File: src/rtl/fssd_pkg.sv
package fssd_pkg;

  localparam int unsigned ChannelsDefault = 256;

  localparam logic [7:0] SyncByte   = 8'hAA;
  localparam logic [7:0] HdrMask    = 8'hFC;
  localparam logic [7:0] HdrMatch   = 8'h80;
  localparam logic [7:0] TagHiMask  = 8'h03;
  localparam logic [7:0] GainMask   = 8'hC0;
  localparam logic [7:0] RawHiMask  = 8'h3F;

  localparam int unsigned ValueW = 46;

  typedef struct packed {
    logic       emit;
    logic [7:0] channel;
    logic       last;
    logic [9:0] tag;
    logic [7:0] d0;
    logic [7:0] d1;
    logic [7:0] d2;
  } sample_evt_t;

  function automatic logic [ValueW-1:0] sample_value(input logic [7:0] d0,
                                                     input logic [7:0] d1,
                                                     input logic [7:0] d2);
    logic [1:0]        gain;
    logic [21:0]       raw;
    logic [ValueW-1:0] val;
    gain = 2'((d0 & GainMask) >> 6);
    raw  = {6'(d0 & RawHiMask), d1, d2};
    case (gain)
      2'd0:    val = {raw, 24'b0};
      2'd1:    val = {8'b0, raw, 16'b0};
      2'd2:    val = {16'b0, raw, 8'b0};
      default: val = {24'b0, raw};
    endcase
    return val;
  endfunction

endpackage

File: src/rtl/frame_sync_sample_decoder.sv
// Byte-stream frame decoder: hunts for sync 0xAA plus a header byte 100000xx,
// then counts fixed frames of a 3-byte header and CHANNELS 3-byte samples,
// emitting channel, 10-bit ms tag, 46-bit scaled value and a last flag per
// sample. One byte is transferred per cycle while the output side keeps up; a
// sample is loaded into an output register at the edge that takes its third
// byte; input stalls while that register holds a sample with out_ready_i low.
// restart_i (transferred with a byte) drops lock and resumes hunting.
module frame_sync_sample_decoder #(
  parameter int unsigned CHANNELS = fssd_pkg::ChannelsDefault
) (
  input  logic                        clk_i,
  input  logic                        rst_ni,
  input  logic                        in_valid_i,
  output logic                        in_ready_o,
  input  logic [7:0]                  data_byte_i,
  input  logic                        restart_i,
  output logic                        out_valid_o,
  input  logic                        out_ready_i,
  output logic [7:0]                  channel_o,
  output logic [fssd_pkg::ValueW-1:0] sample_value_o,
  output logic [9:0]                  frame_ms_o,
  output logic                        last_in_frame_o
);
  import fssd_pkg::*;

  logic        take;
  sample_evt_t evt;

  assign in_ready_o = !out_valid_o || out_ready_i;
  assign take       = in_valid_i && in_ready_o;

  fssd_framer #(
    .CHANNELS(CHANNELS)
  ) u_framer (
    .clk_i      (clk_i),
    .rst_ni     (rst_ni),
    .take_i     (take),
    .data_byte_i(data_byte_i),
    .restart_i  (restart_i),
    .evt_o      (evt)
  );

  fssd_out_stage u_out (
    .clk_i          (clk_i),
    .rst_ni         (rst_ni),
    .take_i         (take),
    .evt_i          (evt),
    .out_ready_i    (out_ready_i),
    .out_valid_o    (out_valid_o),
    .channel_o      (channel_o),
    .sample_value_o (sample_value_o),
    .frame_ms_o     (frame_ms_o),
    .last_in_frame_o(last_in_frame_o)
  );

endmodule

File: src/rtl/fssd_framer.sv
module fssd_framer #(
  parameter int unsigned CHANNELS = fssd_pkg::ChannelsDefault
) (
  input  logic                   clk_i,
  input  logic                   rst_ni,
  input  logic                   take_i,
  input  logic [7:0]             data_byte_i,
  input  logic                   restart_i,
  output fssd_pkg::sample_evt_t  evt_o
);
  import fssd_pkg::*;

  localparam int unsigned CntW = (CHANNELS > 1) ? $clog2(CHANNELS) : 1;
  localparam logic [CntW-1:0] LastCnt = CntW'(CHANNELS - 1);

  localparam logic [1:0] ModeHunt   = 2'd0;
  localparam logic [1:0] ModeTagLow = 2'd1;
  localparam logic [1:0] ModeLocked = 2'd2;

  logic [1:0]      mode_q, mode_d;
  logic            sync_q, sync_d;
  logic            hdr_q, hdr_d;
  logic [1:0]      idx_q, idx_d;
  logic [CntW-1:0] cnt_q, cnt_d;
  logic [9:0]      tag_q, tag_d;
  logic [7:0]      d0_q, d0_d;
  logic [7:0]      d1_q, d1_d;
  logic            last;
  logic [CntW+7:0] cnt_ext;

  assign last    = (cnt_q == LastCnt);
  assign cnt_ext = {8'b0, cnt_q};

  always_comb begin
    mode_d = mode_q;
    sync_d = sync_q;
    hdr_d  = hdr_q;
    idx_d  = idx_q;
    cnt_d  = cnt_q;
    tag_d  = tag_q;
    d0_d   = d0_q;
    d1_d   = d1_q;
    evt_o  = '0;
    evt_o.channel = cnt_ext[7:0];
    evt_o.last    = last;
    evt_o.tag     = tag_q;
    evt_o.d0      = d0_q;
    evt_o.d1      = d1_q;
    evt_o.d2      = data_byte_i;
    if (restart_i) begin
      mode_d = ModeHunt;
      sync_d = 1'b0;
      hdr_d  = 1'b1;
      idx_d  = '0;
      cnt_d  = '0;
      tag_d  = '0;
    end else begin
      unique case (mode_q)
        ModeTagLow: begin
          tag_d  = {tag_q[9:8], data_byte_i};
          mode_d = ModeLocked;
          hdr_d  = 1'b0;
          idx_d  = '0;
          cnt_d  = '0;
          sync_d = 1'b0;
        end
        ModeLocked: begin
          if (hdr_q) begin
            if (idx_q == 2'd1) begin
              tag_d = {2'(data_byte_i & TagHiMask), tag_q[7:0]};
            end
            if (idx_q == 2'd2) begin
              tag_d = {tag_q[9:8], data_byte_i};
              hdr_d = 1'b0;
              idx_d = '0;
              cnt_d = '0;
            end else begin
              idx_d = idx_q + 2'd1;
            end
          end else begin
            if (idx_q == 2'd0) begin
              d0_d  = data_byte_i;
              idx_d = 2'd1;
            end else if (idx_q == 2'd1) begin
              d1_d  = data_byte_i;
              idx_d = 2'd2;
            end else begin
              evt_o.emit = 1'b1;
              idx_d      = '0;
              if (last) begin
                hdr_d = 1'b1;
                cnt_d = '0;
              end else begin
                cnt_d = cnt_q + 1'b1;
              end
            end
          end
        end
        default: begin
          mode_d = ModeHunt;
          if (sync_q && ((data_byte_i & HdrMask) == HdrMatch)) begin
            tag_d  = {2'(data_byte_i & TagHiMask), tag_q[7:0]};
            mode_d = ModeTagLow;
            sync_d = 1'b0;
          end else begin
            sync_d = (data_byte_i == SyncByte);
          end
        end
      endcase
    end
  end

  always_ff @(posedge clk_i or negedge rst_ni) begin
    if (!rst_ni) begin
      mode_q <= ModeHunt;
      sync_q <= 1'b0;
      hdr_q  <= 1'b1;
      idx_q  <= '0;
      cnt_q  <= '0;
      tag_q  <= '0;
    end else if (take_i) begin
      mode_q <= mode_d;
      sync_q <= sync_d;
      hdr_q  <= hdr_d;
      idx_q  <= idx_d;
      cnt_q  <= cnt_d;
      tag_q  <= tag_d;
    end
  end

  always_ff @(posedge clk_i) begin
    if (take_i) begin
      d0_q <= d0_d;
      d1_q <= d1_d;
    end
  end

endmodule

File: src/rtl/fssd_out_stage.sv
module fssd_out_stage (
  input  logic                          clk_i,
  input  logic                          rst_ni,
  input  logic                          take_i,
  input  fssd_pkg::sample_evt_t         evt_i,
  input  logic                          out_ready_i,
  output logic                          out_valid_o,
  output logic [7:0]                    channel_o,
  output logic [fssd_pkg::ValueW-1:0]   sample_value_o,
  output logic [9:0]                    frame_ms_o,
  output logic                          last_in_frame_o
);
  import fssd_pkg::*;

  logic              valid_q;
  logic              load;
  logic [7:0]        channel_q;
  logic [ValueW-1:0] value_q;
  logic [9:0]        ms_q;
  logic              last_q;

  assign load = take_i && evt_i.emit;

  always_ff @(posedge clk_i or negedge rst_ni) begin
    if (!rst_ni) begin
      valid_q <= 1'b0;
    end else if (load) begin
      valid_q <= 1'b1;
    end else if (out_ready_i) begin
      valid_q <= 1'b0;
    end
  end

  always_ff @(posedge clk_i) begin
    if (load) begin
      channel_q <= evt_i.channel;
      value_q   <= sample_value(evt_i.d0, evt_i.d1, evt_i.d2);
      ms_q      <= evt_i.tag;
      last_q    <= evt_i.last;
    end
  end

  assign out_valid_o     = valid_q;
  assign channel_o       = channel_q;
  assign sample_value_o  = value_q;
  assign frame_ms_o      = ms_q;
  assign last_in_frame_o = last_q;

endmodule

File: config.mk
export PLATFORM = sky130hd
export DESIGN_NAME = frame_sync_sample_decoder
export DESIGN_NICKNAME = d
export VERILOG_FILES = /design/src/rtl/fssd_pkg.sv /design/src/rtl/frame_sync_sample_decoder.sv /design/src/rtl/fssd_framer.sv /design/src/rtl/fssd_out_stage.sv
export SDC_FILE = /design/constraint.sdc
export NUM_CORES = 1
export LEC_CHECK = 0
export BUFFER_PORTS_ARGS = -buffer_cell sky130_fd_sc_hd__buf_2
export CORE_ASPECT_RATIO = 0.7
export CORE_MARGIN = 5
export CORE_UTILIZATION = 40
export CTS_CLUSTER_SIZE = 25
export DETAILED_ROUTE_END_ITERATION = 6
export SYNTH_ARGS = -nofsm -noshare
export SYNTH_HDL_FRONTEND = slang
export SYNTH_SLANG_ARGS = --single-unit
File: constraint.sdc
create_clock -name clk_i -period 10.09 [get_ports clk_i]
set_clock_uncertainty 0.15 [all_clocks]
set_input_delay 0.5045 -clock clk_i [delete_from_list [all_inputs] [get_ports clk_i]]
set_output_delay 0.5045 -clock clk_i [all_outputs]
set_load 0.01 [all_outputs]
==> impl_metrics.env, run 1 <==
export IMPL_hp_class="input port to asynchronous set/reset pin"
export IMPL_drt_pass1_iterations=4
export IMPL_drv_cap=0
export IMPL_ff_latch_area_sq_um=3060
export IMPL_syn2layout_area_growth_pct=18.6
export IMPL_syn_nets=321
export IMPL_place_area_sq_um=4830
export IMPL_async_flop_share=0.236
export IMPL_start_kind="flop"
export IMPL_timing_final_crit_share=0.286
export IMPL_synth_edf_count=81
export IMPL_grt_usage=0.146
export IMPL_peakVddDrop_v=0.0000966
export IMPL_vias=2695
export IMPL_grt_max_degree=66
export IMPL_wire_per_inst_um=17.6
export IMPL_ant_nets=0
export IMPL_yosysSeqAreaShare=0.707
export IMPL_crit_start="u_framer.mode_q[0]"
export IMPL_cts_resized=0
export IMPL_portBuffers=79
export IMPL_yosysWarnings=0
export IMPL_die_area_sq_um=13000
export IMPL_cp_data_required_time_ns=9.91
export IMPL_setup_viol=0
export IMPL_synth_area_sq_um=4330
export IMPL_cts_max_level=3
export IMPL_via_per_inst=5.17
export IMPL_critPathMaxStageDelay_ns=0.63
export IMPL_critPathKind="flop to flop"
export IMPL_fin_setup_tns_ns=0
export IMPL_drc_errors=0
export IMPL_synthFlopType="edfxtp_1"
export IMPL_rrSetupSlack_ns=7.21
export IMPL_first_iter_violations=238
export IMPL_cts_buffers_inserted=9
export IMPL_worst_pin_slew_ns=1.11
export IMPL_cts_tree="built"
export IMPL_num_antenna_cells=0
export IMPL_stdcell_area_sq_um=5130
export IMPL_fp_row_count=31
export IMPL_rsz0062_at_grt="no"
export IMPL_endpoint_kind="flop"
export IMPL_layout_commonest_cell="edfxtp_1"
export IMPL_r2r_start="u_framer.mode_q[0]"
export IMPL_pwr_share_clk=0.417
export IMPL_crit_fanout=65
export IMPL_syn_inst=305
export IMPL_p_comb_frac=0.021
export IMPL_gr_total_overflow=0
export IMPL_arrival_ns=2.70
export IMPL_slew_viol_final=0
export IMPL_crit_family="simple AND/OR/NAND/NOR gates"
export IMPL_p_sw_uw=169
export IMPL_clk_latency_ns=0.34
export IMPL_status="finished clean"
export IMPL_setup_slack_ns=7.21
export IMPL_multiInputGateArea_sq_um=1170
export IMPL_final_util=0.490
export IMPL_core_region_area_sq_um=10500
export IMPL_antenna_found_initial=0
export IMPL_hold_viol=0
export IMPL_grt_pass1_wl_um=15000
export IMPL_wirelength_um=9150
export IMPL_start_util=0.413
export IMPL_nNetsFinal=400
export IMPL_path_cells="inv_1 -> ha_1 -> nor3b_2 -> and3_2 -> buf_4"
export IMPL_fp_dieW_um=134
export IMPL_dp_slack_ns=7.23
export IMPL_synth_avg_cell_area_sq_um=14.2
export IMPL_num_fill_cells=937
export IMPL_grt_pass1_vias=2717
export IMPL_synth_seq_cells=106
export IMPL_swShare=0.203
export IMPL_die_y_um=97
export IMPL_cts_buffer_depth=2
export IMPL_ctsHoldBuffers=0
export IMPL_clkTransAtPathRegs_ns=0.07
export IMPL_synthDistinctLibCells=47
export IMPL_path_buf_inv=2
export IMPL_dp_hpwl_um=6120
export IMPL_cts_root_buffer="clkbuf_16"
export IMPL_seqPwrFrac=0.562
export IMPL_intPower_uw=663
export IMPL_fmax_ghz=0.347
export IMPL_fin_crit_ns=2.88
export IMPL_drive_gt1_frac=0.290
export IMPL_postCtsSetupBuffers=0
export IMPL_numClockSinks=106
export IMPL_globalplace_congestion=0.776
export IMPL_power_density_nw_per_um2=162
export IMPL_layout_common_cells="edfxtp_1, buf_2, nand2_1, nor2_1, dfrtp_1"
export IMPL_p_leak_uw=0.00200
export IMPL_cpMaxStageDelayCell="buf_4"
export IMPL_top_level_ports=80
export IMPL_maxSlewHeadroom=0.260
flip-flops by register name (all words and copies together), names as in the netlist:
name and count:
u_framer.mode_q 2, u_framer.d1_q 8, u_framer.sync_q 1, u_out.out_valid_o 1
u_framer.tag_q 10, u_out.sample_value_o 46, u_out.channel_o 8, u_out.frame_ms_o 10
u_out.last_in_frame_o 1, u_framer.cnt_q 8, u_framer.hdr_q 1, u_framer.d0_q 8
u_framer.idx_q 2
power groups by stage:
stage	Sequential, uW	Clock, uW	Combinational (uW)
after global routing	467	373	20.4
after global placement	477	0	17.9
final	468	347	17.9
after floorplan	477	0	8.34
after detailed placement	477	0	18.4
after CTS	467	355	18.4
per-stage QoR:
step | instances | hold slack, ns | total power (uW)
2_1_floorplan | 305 | 0.0589 | 485
3_3_place_gp | 505 | 0.287 | 495
3_5_place_dp | 505 | 0.282 | 495
4_1_cts | 521 | 0.0477 | 841
5_1_grt | 521 | 0.0763 | 861
6_report | 521 | 0.0188 | 832
worst reg2reg max path, cell delays in order (launching register included):
cell and delay [ns]:
dfrtp_1 0.40, inv_1 0.08, ha_1 0.42, nor3b_2 0.54, and3_2 0.25, buf_4 0.63
metal layers:
metal,GRT usage,up-vias,routed length [um]
li1,-,1290,-
met1,0.214,1318,4440
met5,0,-,0
met4,0.0430,0,80
met2,0.211,81,4120
met3,0.0425,6,511
path summary, 6_finish.rpt:
path                            cells after the start                  end
worst max-delay path                                5   u_out.channel_o[0]
worst min-delay path                                1    u_framer.tag_q[9]
min in group clk_i                                  1     u_framer.d1_q[7]
worst max register to register                      5   u_out.channel_o[0]
max in group asynchronous                           1    u_framer.tag_q[2]
worst min register to register                      0  u_out.frame_ms_o[6]
Yosys cell counts, types with 4 or more instances:
library cell	number	share of area
clkbuf_1	7	0.0061
nand2b_1	4	0.0058
nand2_1	32	0.028
inv_1	7	0.0061
dfrtp_1	24	0.14
a22o_1	11	0.022
mux2i_1	14	0.032
a21oi_1	5	0.0058
o21ai_0	18	0.021
and3_1	9	0.013
edfxtp_1	81	0.56
nor2_1	24	0.021
or3_1	4	0.0058
nand3_1	7	0.0081
and2_1	9	0.013
final cells by class:
type                            instances  area share
Clock buffer                           12      0.0522
Clock inverter                          4     0.00634
Inverter                                7     0.00512
Multi-Input combinational cell        179       0.228
Sequential cell                       106       0.596
Tap cell                              132      0.0322
Timing Repair Buffer                   81      0.0800
cell families (layout without fill, tap and decap cells):
logic type | count (synthesis) | count (layout) | share of synthesized area
adder cells (fa/ha/maj) | 3 | 3 | 0.00868
buffers and inverters | 20 | 104 | 0.0226
flip-flops | 106 | 106 | 0.707
multiplexers | 16 | 16 | 0.0376
AND/OR/NAND/NOR | 107 | 107 | 0.134
AO/OA/AOI/OAI | 53 | 53 | 0.0897
(Power assumes the default switching activity.)
==> run 2, diff against run 1 <==
==> constraint.sdc (replaced) <==
create_clock -name clk_i -period 2.71 [get_ports clk_i]
set_clock_uncertainty 0.15 [all_clocks]
set_input_delay 0.1355 -clock clk_i [delete_from_list [all_inputs] [get_ports clk_i]]
set_output_delay 0.1355 -clock clk_i [all_outputs]
set_load 0.01 [all_outputs]
==> run 2 against run 1 <==
Effect of this change:
- via count up 3.6%
- clock-buffer cell count did not move
- power grew to 3.6 times the previous value
- global-route usage increased by 0.31 points
- first-iteration DRC count rose by 30%
- largest power group unchanged
==> impl_metrics.env, run 2 (synthesis results as in run 1) <==
export IMPL_antenna_found_initial=0
export IMPL_via_per_inst=5.19
export IMPL_numClockSinks=106
export IMPL_endpoint_kind="flop"
export IMPL_largest_register_ff_count=46
export IMPL_drt_pass1_iterations=5
export IMPL_globalplace_congestion=0.824
export IMPL_final_util=0.504
export IMPL_clk_latency_ns=0.34
export IMPL_first_iter_violations=309
export IMPL_hp_class="input port to flop"
export IMPL_rrSetupSlack_ns=0.38
export IMPL_dp_slack_ns=0.381
export IMPL_holdPathEnd="u_framer.mode_q[1]"
export IMPL_setup_slack_ns=0.378
export IMPL_critPathMaxStageDelay_ns=0.57
export IMPL_path_cells="inv_1 -> ha_1 -> nand2b_1 -> o2111ai_2 -> nor2_2 -> mux2_2"
export IMPL_wire_per_inst_um=17.7
export IMPL_cts_tree="built"
export IMPL_ff_latch_area_sq_um=3060
export IMPL_core_region_area_sq_um=10500
export IMPL_cts_buffer_depth=2
export IMPL_start_kind="flop"
export IMPL_wirelength_um=9500
export IMPL_reg2reg_depth=6
export IMPL_setup_viol=0
export IMPL_drv_cap=0
export IMPL_cts_root_buffer="clkbuf_16"
export IMPL_worst_pin_slew_ns=0.741
export IMPL_status="finished clean"
export IMPL_fin_crit_ns=2.33
export IMPL_ctsHoldBuffers=7
export IMPL_portBuffers=79
export IMPL_ant_nets=0
export IMPL_die_area_sq_um=13000
export IMPL_num_fill_cells=920
export IMPL_fp_row_count=31
export IMPL_fin_setup_tns_ns=0
export IMPL_cts_buffers_inserted=9
export IMPL_top_level_ports=80
export IMPL_fin_cells=538
export IMPL_num_antenna_cells=0
export IMPL_fmax_ghz=0.429
export IMPL_power_uw=2990
export IMPL_grt_usage=0.149
export IMPL_drc_errors=0
export IMPL_r2r_end="u_framer.cnt_q[0]"
export IMPL_timing_final_crit_share=0.860
export IMPL_cts_max_level=3
export IMPL_postCtsSetupBuffers=0
export IMPL_grt_max_degree=28
export IMPL_rsz0062_at_grt="no"
export IMPL_start_util=0.413
export IMPL_dp_hpwl_um=6570
export IMPL_power_density_nw_per_um2=568
export IMPL_grt_pass1_wl_um=15500
export IMPL_syn2layout_area_growth_pct=21.9
export IMPL_maxSlewHeadroom=0.505
export IMPL_die_y_um=97
export IMPL_whs_path_depth=2
export IMPL_r2r_start="u_framer.mode_q[0]"
export IMPL_layout_commonest_cell="edfxtp_1"
export IMPL_multiInputGateArea_sq_um=1170
export IMPL_fp_dieW_um=134
export IMPL_cp_data_required_time_ns=2.78
export IMPL_crit_fanout=15
export IMPL_cts_resized=0
export IMPL_slew_viol_final=0
export IMPL_nNetsFinal=417
export IMPL_gr_total_overflow=0
export IMPL_vias=2793
export IMPL_drive_gt1_frac=0.291
export IMPL_dp_cells=512
export IMPL_hold_viol=0
export IMPL_layout_common_cells="edfxtp_1, buf_2, nand2_1, nor2_1, dfrtp_1"
export IMPL_peakVddDrop_v=0.000335
export IMPL_arrival_ns=2.40
export IMPL_p_leak_uw=0.00207
export IMPL_cpMaxStageDelayCell="o2111ai_2"
export IMPL_clkTransAtPathRegs_ns=0.06
export IMPL_worstHoldStart="restart_i"
export IMPL_grt_pass1_vias=2784
export IMPL_critPathKind="flop to flop"
==> run 2: changes by cell type in the layout (fill, tap and decap cells not counted), sizes merged <==
cell and change:
buf +7, dlygate4sd3 +10, clkinv +1, inv -1
==> run 2: layout make-up <==
class,instances,share of cell area
Multi-Input combinational cell,179,0.222
Tap cell,132,0.0313
Clock buffer,12,0.0448
Inverter,7,0.00498
Sequential cell,106,0.580
Clock inverter,4,0.00546
Timing Repair Buffer,98,0.112
==> run 2: critical path: cells and delay by family, from the launching register on <==
| family | cells | cell delay [ns] |
|---|---|---|
| AOI/OAI and AO/OA | 1 | 0.57 |
| buffers and inverters | 1 | 0.09 |
| DFF | 1 | 0.40 |
| muxes | 1 | 0.28 |
| adders and majority gates | 1 | 0.44 |
| and+or+nand+nor | 2 | 0.30 |
==> run 2: routing by layer <==
metal / vias to the layer above / share of wire / global-route usage
met5: - / 0 / 0
met4: 0 / 0.0071 / 0.0446
met3: 4 / 0.066 / 0.0446
met2: 85 / 0.44 / 0.215
met1: 1375 / 0.49 / 0.218
li1: 1329 / - / -
==> run 2: worst max path at each step <==
| stage | start | endpoint | slack (ns) | cells past startpoint |
|---|---|---|---|---|
| floorplan | u_framer.mode_q[0] | u_out.channel_o[0] | 0.08 | 5 |
| global placement | u_framer.mode_q[0] | u_framer.cnt_q[6] | 0.48 | 6 |
| detailed placement | u_framer.mode_q[0] | u_framer.cnt_q[0] | 0.38 | 6 |
| CTS | u_framer.mode_q[0] | u_framer.cnt_q[0] | 0.38 | 6 |
| global route | u_framer.mode_q[0] | u_framer.cnt_q[0] | 0.13 | 6 |
| finish | u_framer.mode_q[0] | u_framer.cnt_q[0] | 0.38 | 6 |
==> run 2: through the flow <==
step / hold WS, ns / instance area [sq um]
5_1_grt: 0.0200 / 5270
4_1_cts: 0.000501 / 5240
2_1_floorplan: -0.310 / 4330
6_report: 0.0103 / 5270
3_5_place_dp: 0.0318 / 4910
3_3_place_gp: 0.0278 / 4910
==> run 2: report_power, final <==
group | total, uW | internal [uW] | switching, uW
clock network | 1170 | 626 | 547
logic | 80.1 | 28.2 | 51.9
registers | 1740 | 1740 | 3.62
==> run 3, diff against run 2 <==
--- a/config.mk
+++ b/config.mk
@@ -11,6 +11,7 @@
 export CORE_UTILIZATION = 40
 export CTS_CLUSTER_SIZE = 25
 export DETAILED_ROUTE_END_ITERATION = 6
+export GPL_TIMING_DRIVEN = 0
 export SYNTH_ARGS = -nofsm -noshare
 export SYNTH_HDL_FRONTEND = slang
 export SYNTH_SLANG_ARGS = --single-unit
==> run 3 against run 2 <==
Effect of this change:
- flip-flop and latch count unchanged
- via count decreased by 1.8%
- cell count rose by 0.93%
- wire length is 0.13% higher
- sequential share of layout area is 0.45 points lower
- clock power rose by 4%
- setup slack worse by 0.20 ns
- first-iteration DRC count shrank 42%
- register-to-register slack got worse by 0.20 ns
- critical path type unchanged
- combinational power increased by 4.5%
- global-route usage rose by 0.21 points
- critical path depth unchanged
==> impl_metrics.env, run 3 (synthesis results as in run 1) <==
export IMPL_status="finished clean"
export IMPL_hold_viol=0
export IMPL_ant_nets=0
export IMPL_core_region_area_sq_um=10500
export IMPL_dp_hpwl_um=6520
export IMPL_start_kind="flop"
export IMPL_multiInputGateArea_sq_um=1190
export IMPL_via_per_inst=5.05
export IMPL_globalplace_congestion=0.794
export IMPL_setup_slack_ns=0.181
export IMPL_timing_final_crit_share=0.933
export IMPL_grt_max_degree=37
export IMPL_p_leak_uw=0.00207
export IMPL_hp_class="input port to flop"
export IMPL_power_density_nw_per_um2=573
export IMPL_drv_cap=0
export IMPL_cp_data_required_time_ns=2.60
export IMPL_drc_errors=0
export IMPL_slew_viol_final=0
export IMPL_portBuffers=78
export IMPL_dp_slack_ns=-0.256
export IMPL_clk_latency_ns=0.34
export IMPL_fp_dieW_um=134
export IMPL_cts_tree="built"
export IMPL_largest_register_ff_count=46
export IMPL_start_util=0.413
export IMPL_postCtsSetupBuffers=0
export IMPL_r2r_end="u_out.sample_value_o[30]"
export IMPL_setup_viol=0
export IMPL_fmax_ghz=0.395
export IMPL_first_iter_violations=180
export IMPL_cts_buffers_inserted=9
export IMPL_maxSlewHeadroom=0.561
export IMPL_wirelength_um=9510
export IMPL_peakVddDrop_v=0.000306
export IMPL_num_fill_cells=922
export IMPL_critPathKind="flop to flop"
export IMPL_final_util=0.508
export IMPL_whs_path_depth=4
export IMPL_endpoint_kind="flop"
export IMPL_num_antenna_cells=0
export IMPL_power_uw=3050
export IMPL_cts_buffer_depth=2
export IMPL_numClockSinks=106
export IMPL_grt_pass1_vias=2852
export IMPL_drt_pass1_iterations=4
export IMPL_drive_gt1_frac=0.290
export IMPL_vias=2744
export IMPL_worstHoldStart="out_ready_i"
export IMPL_top_level_ports=80
export IMPL_die_area_sq_um=13000
export IMPL_wire_per_inst_um=17.5
export IMPL_arrival_ns=2.41
export IMPL_crit_fanout=36
export IMPL_syn2layout_area_growth_pct=22.9
export IMPL_gr_total_overflow=0
export IMPL_clkTransAtPathRegs_ns=0.07
export IMPL_antenna_found_initial=0
export IMPL_rrSetupSlack_ns=0.18
export IMPL_die_y_um=97
export IMPL_cts_max_level=3
export IMPL_cts_root_buffer="clkbuf_16"
export IMPL_r2r_start="u_framer.mode_q[0]"
export IMPL_fp_row_count=31
export IMPL_nNetsFinal=422
export IMPL_reg2reg_depth=6
export IMPL_grt_usage=0.151
export IMPL_worst_pin_slew_ns=0.656
export IMPL_grt_pass1_wl_um=15400
export IMPL_rsz0062_at_grt="no"
export IMPL_ff_latch_area_sq_um=3060
export IMPL_layout_common_cells="buf_2, edfxtp_1, nand2_1, dfrtp_1, nor2_1"
export IMPL_fin_crit_ns=2.53
export IMPL_holdPathEnd="u_out.out_valid_o"
-- run 3: cell count changes in the layout (fill, tap and decap cells not counted), moves of 2 or more --
cell	delta
buf_2	+2
clkbuf_1	+4
buf_4	-6
clkinv_4	+2
buf_6	+2
-- run 3: layout make-up --
type / count / area share
sequential: 106 / 0.576
timing repair buffer: 90 / 0.0979
buffer: 13 / 0.0134
clock buffer: 9 / 0.0424
clock inverter: 7 / 0.0101
multi-input combinational: 179 / 0.225
inverter: 7 / 0.00494
tap: 132 / 0.0311
-- run 3: worst max path at each step --
stage | startpoint | end | slack, ns | cells after the start
floorplan | u_framer.mode_q[0] | u_out.channel_o[0] | 0.08 | 5
global placement | u_framer.mode_q[0] | u_out.sample_value_o[13] | -0.43 | 5
detailed placement | u_framer.mode_q[0] | u_framer.d0_q[4] | -0.26 | 6
CTS | u_framer.mode_q[0] | u_framer.d1_q[2] | 0.001 | 6
global route | u_framer.mode_q[0] | u_out.sample_value_o[23] | 0.03 | 6
finish | u_framer.mode_q[0] | u_out.sample_value_o[30] | 0.18 | 6
-- run 3: stage by stage --
step                instance area, sq um  hold WS (ns)  setup TNS [ns]  std cells
finish                              5320        0.0707               0        543
global route                        5320         0.111               0        543
CTS                                 5300        0.0717               0        543
detailed placement                  4900        0.0423           -7.12        516
global placement                    4880        0.0324          -29.68        515
floorplan                           4330        -0.310               0        305
-- run 3: critical path, cell delays in order, from the launching register on --
cell and delay [ns]:
dfrtp_1 0.40, inv_1 0.08, ha_1 0.19, buf_4 0.20, nor3b_4 0.37, and3_4 0.53
buf_12 0.27
-- run 3: layer usage --
| metal | GRT usage | part of all wire |
|---|---|---|
| met5 | 0 | 0 |
| met4 | 0.0469 | 0.011 |
| met3 | 0.0425 | 0.062 |
| met2 | 0.224 | 0.45 |
| met1 | 0.216 | 0.48 |
-- run 3: timing repair --
action | CTS | global route
setup endpoints to repair | 44 | 52
gates resized for setup | 2 | 3
hold buffers | 11 | 0
hold endpoints to repair | 45 | 0
-- run 3: report_power, final --
group | switching, uW | internal [uW] | total, uW
clock network | 590 | 631 | 1220
logic | 51.8 | 31.9 | 83.7
registers | 4.15 | 1740 | 1740
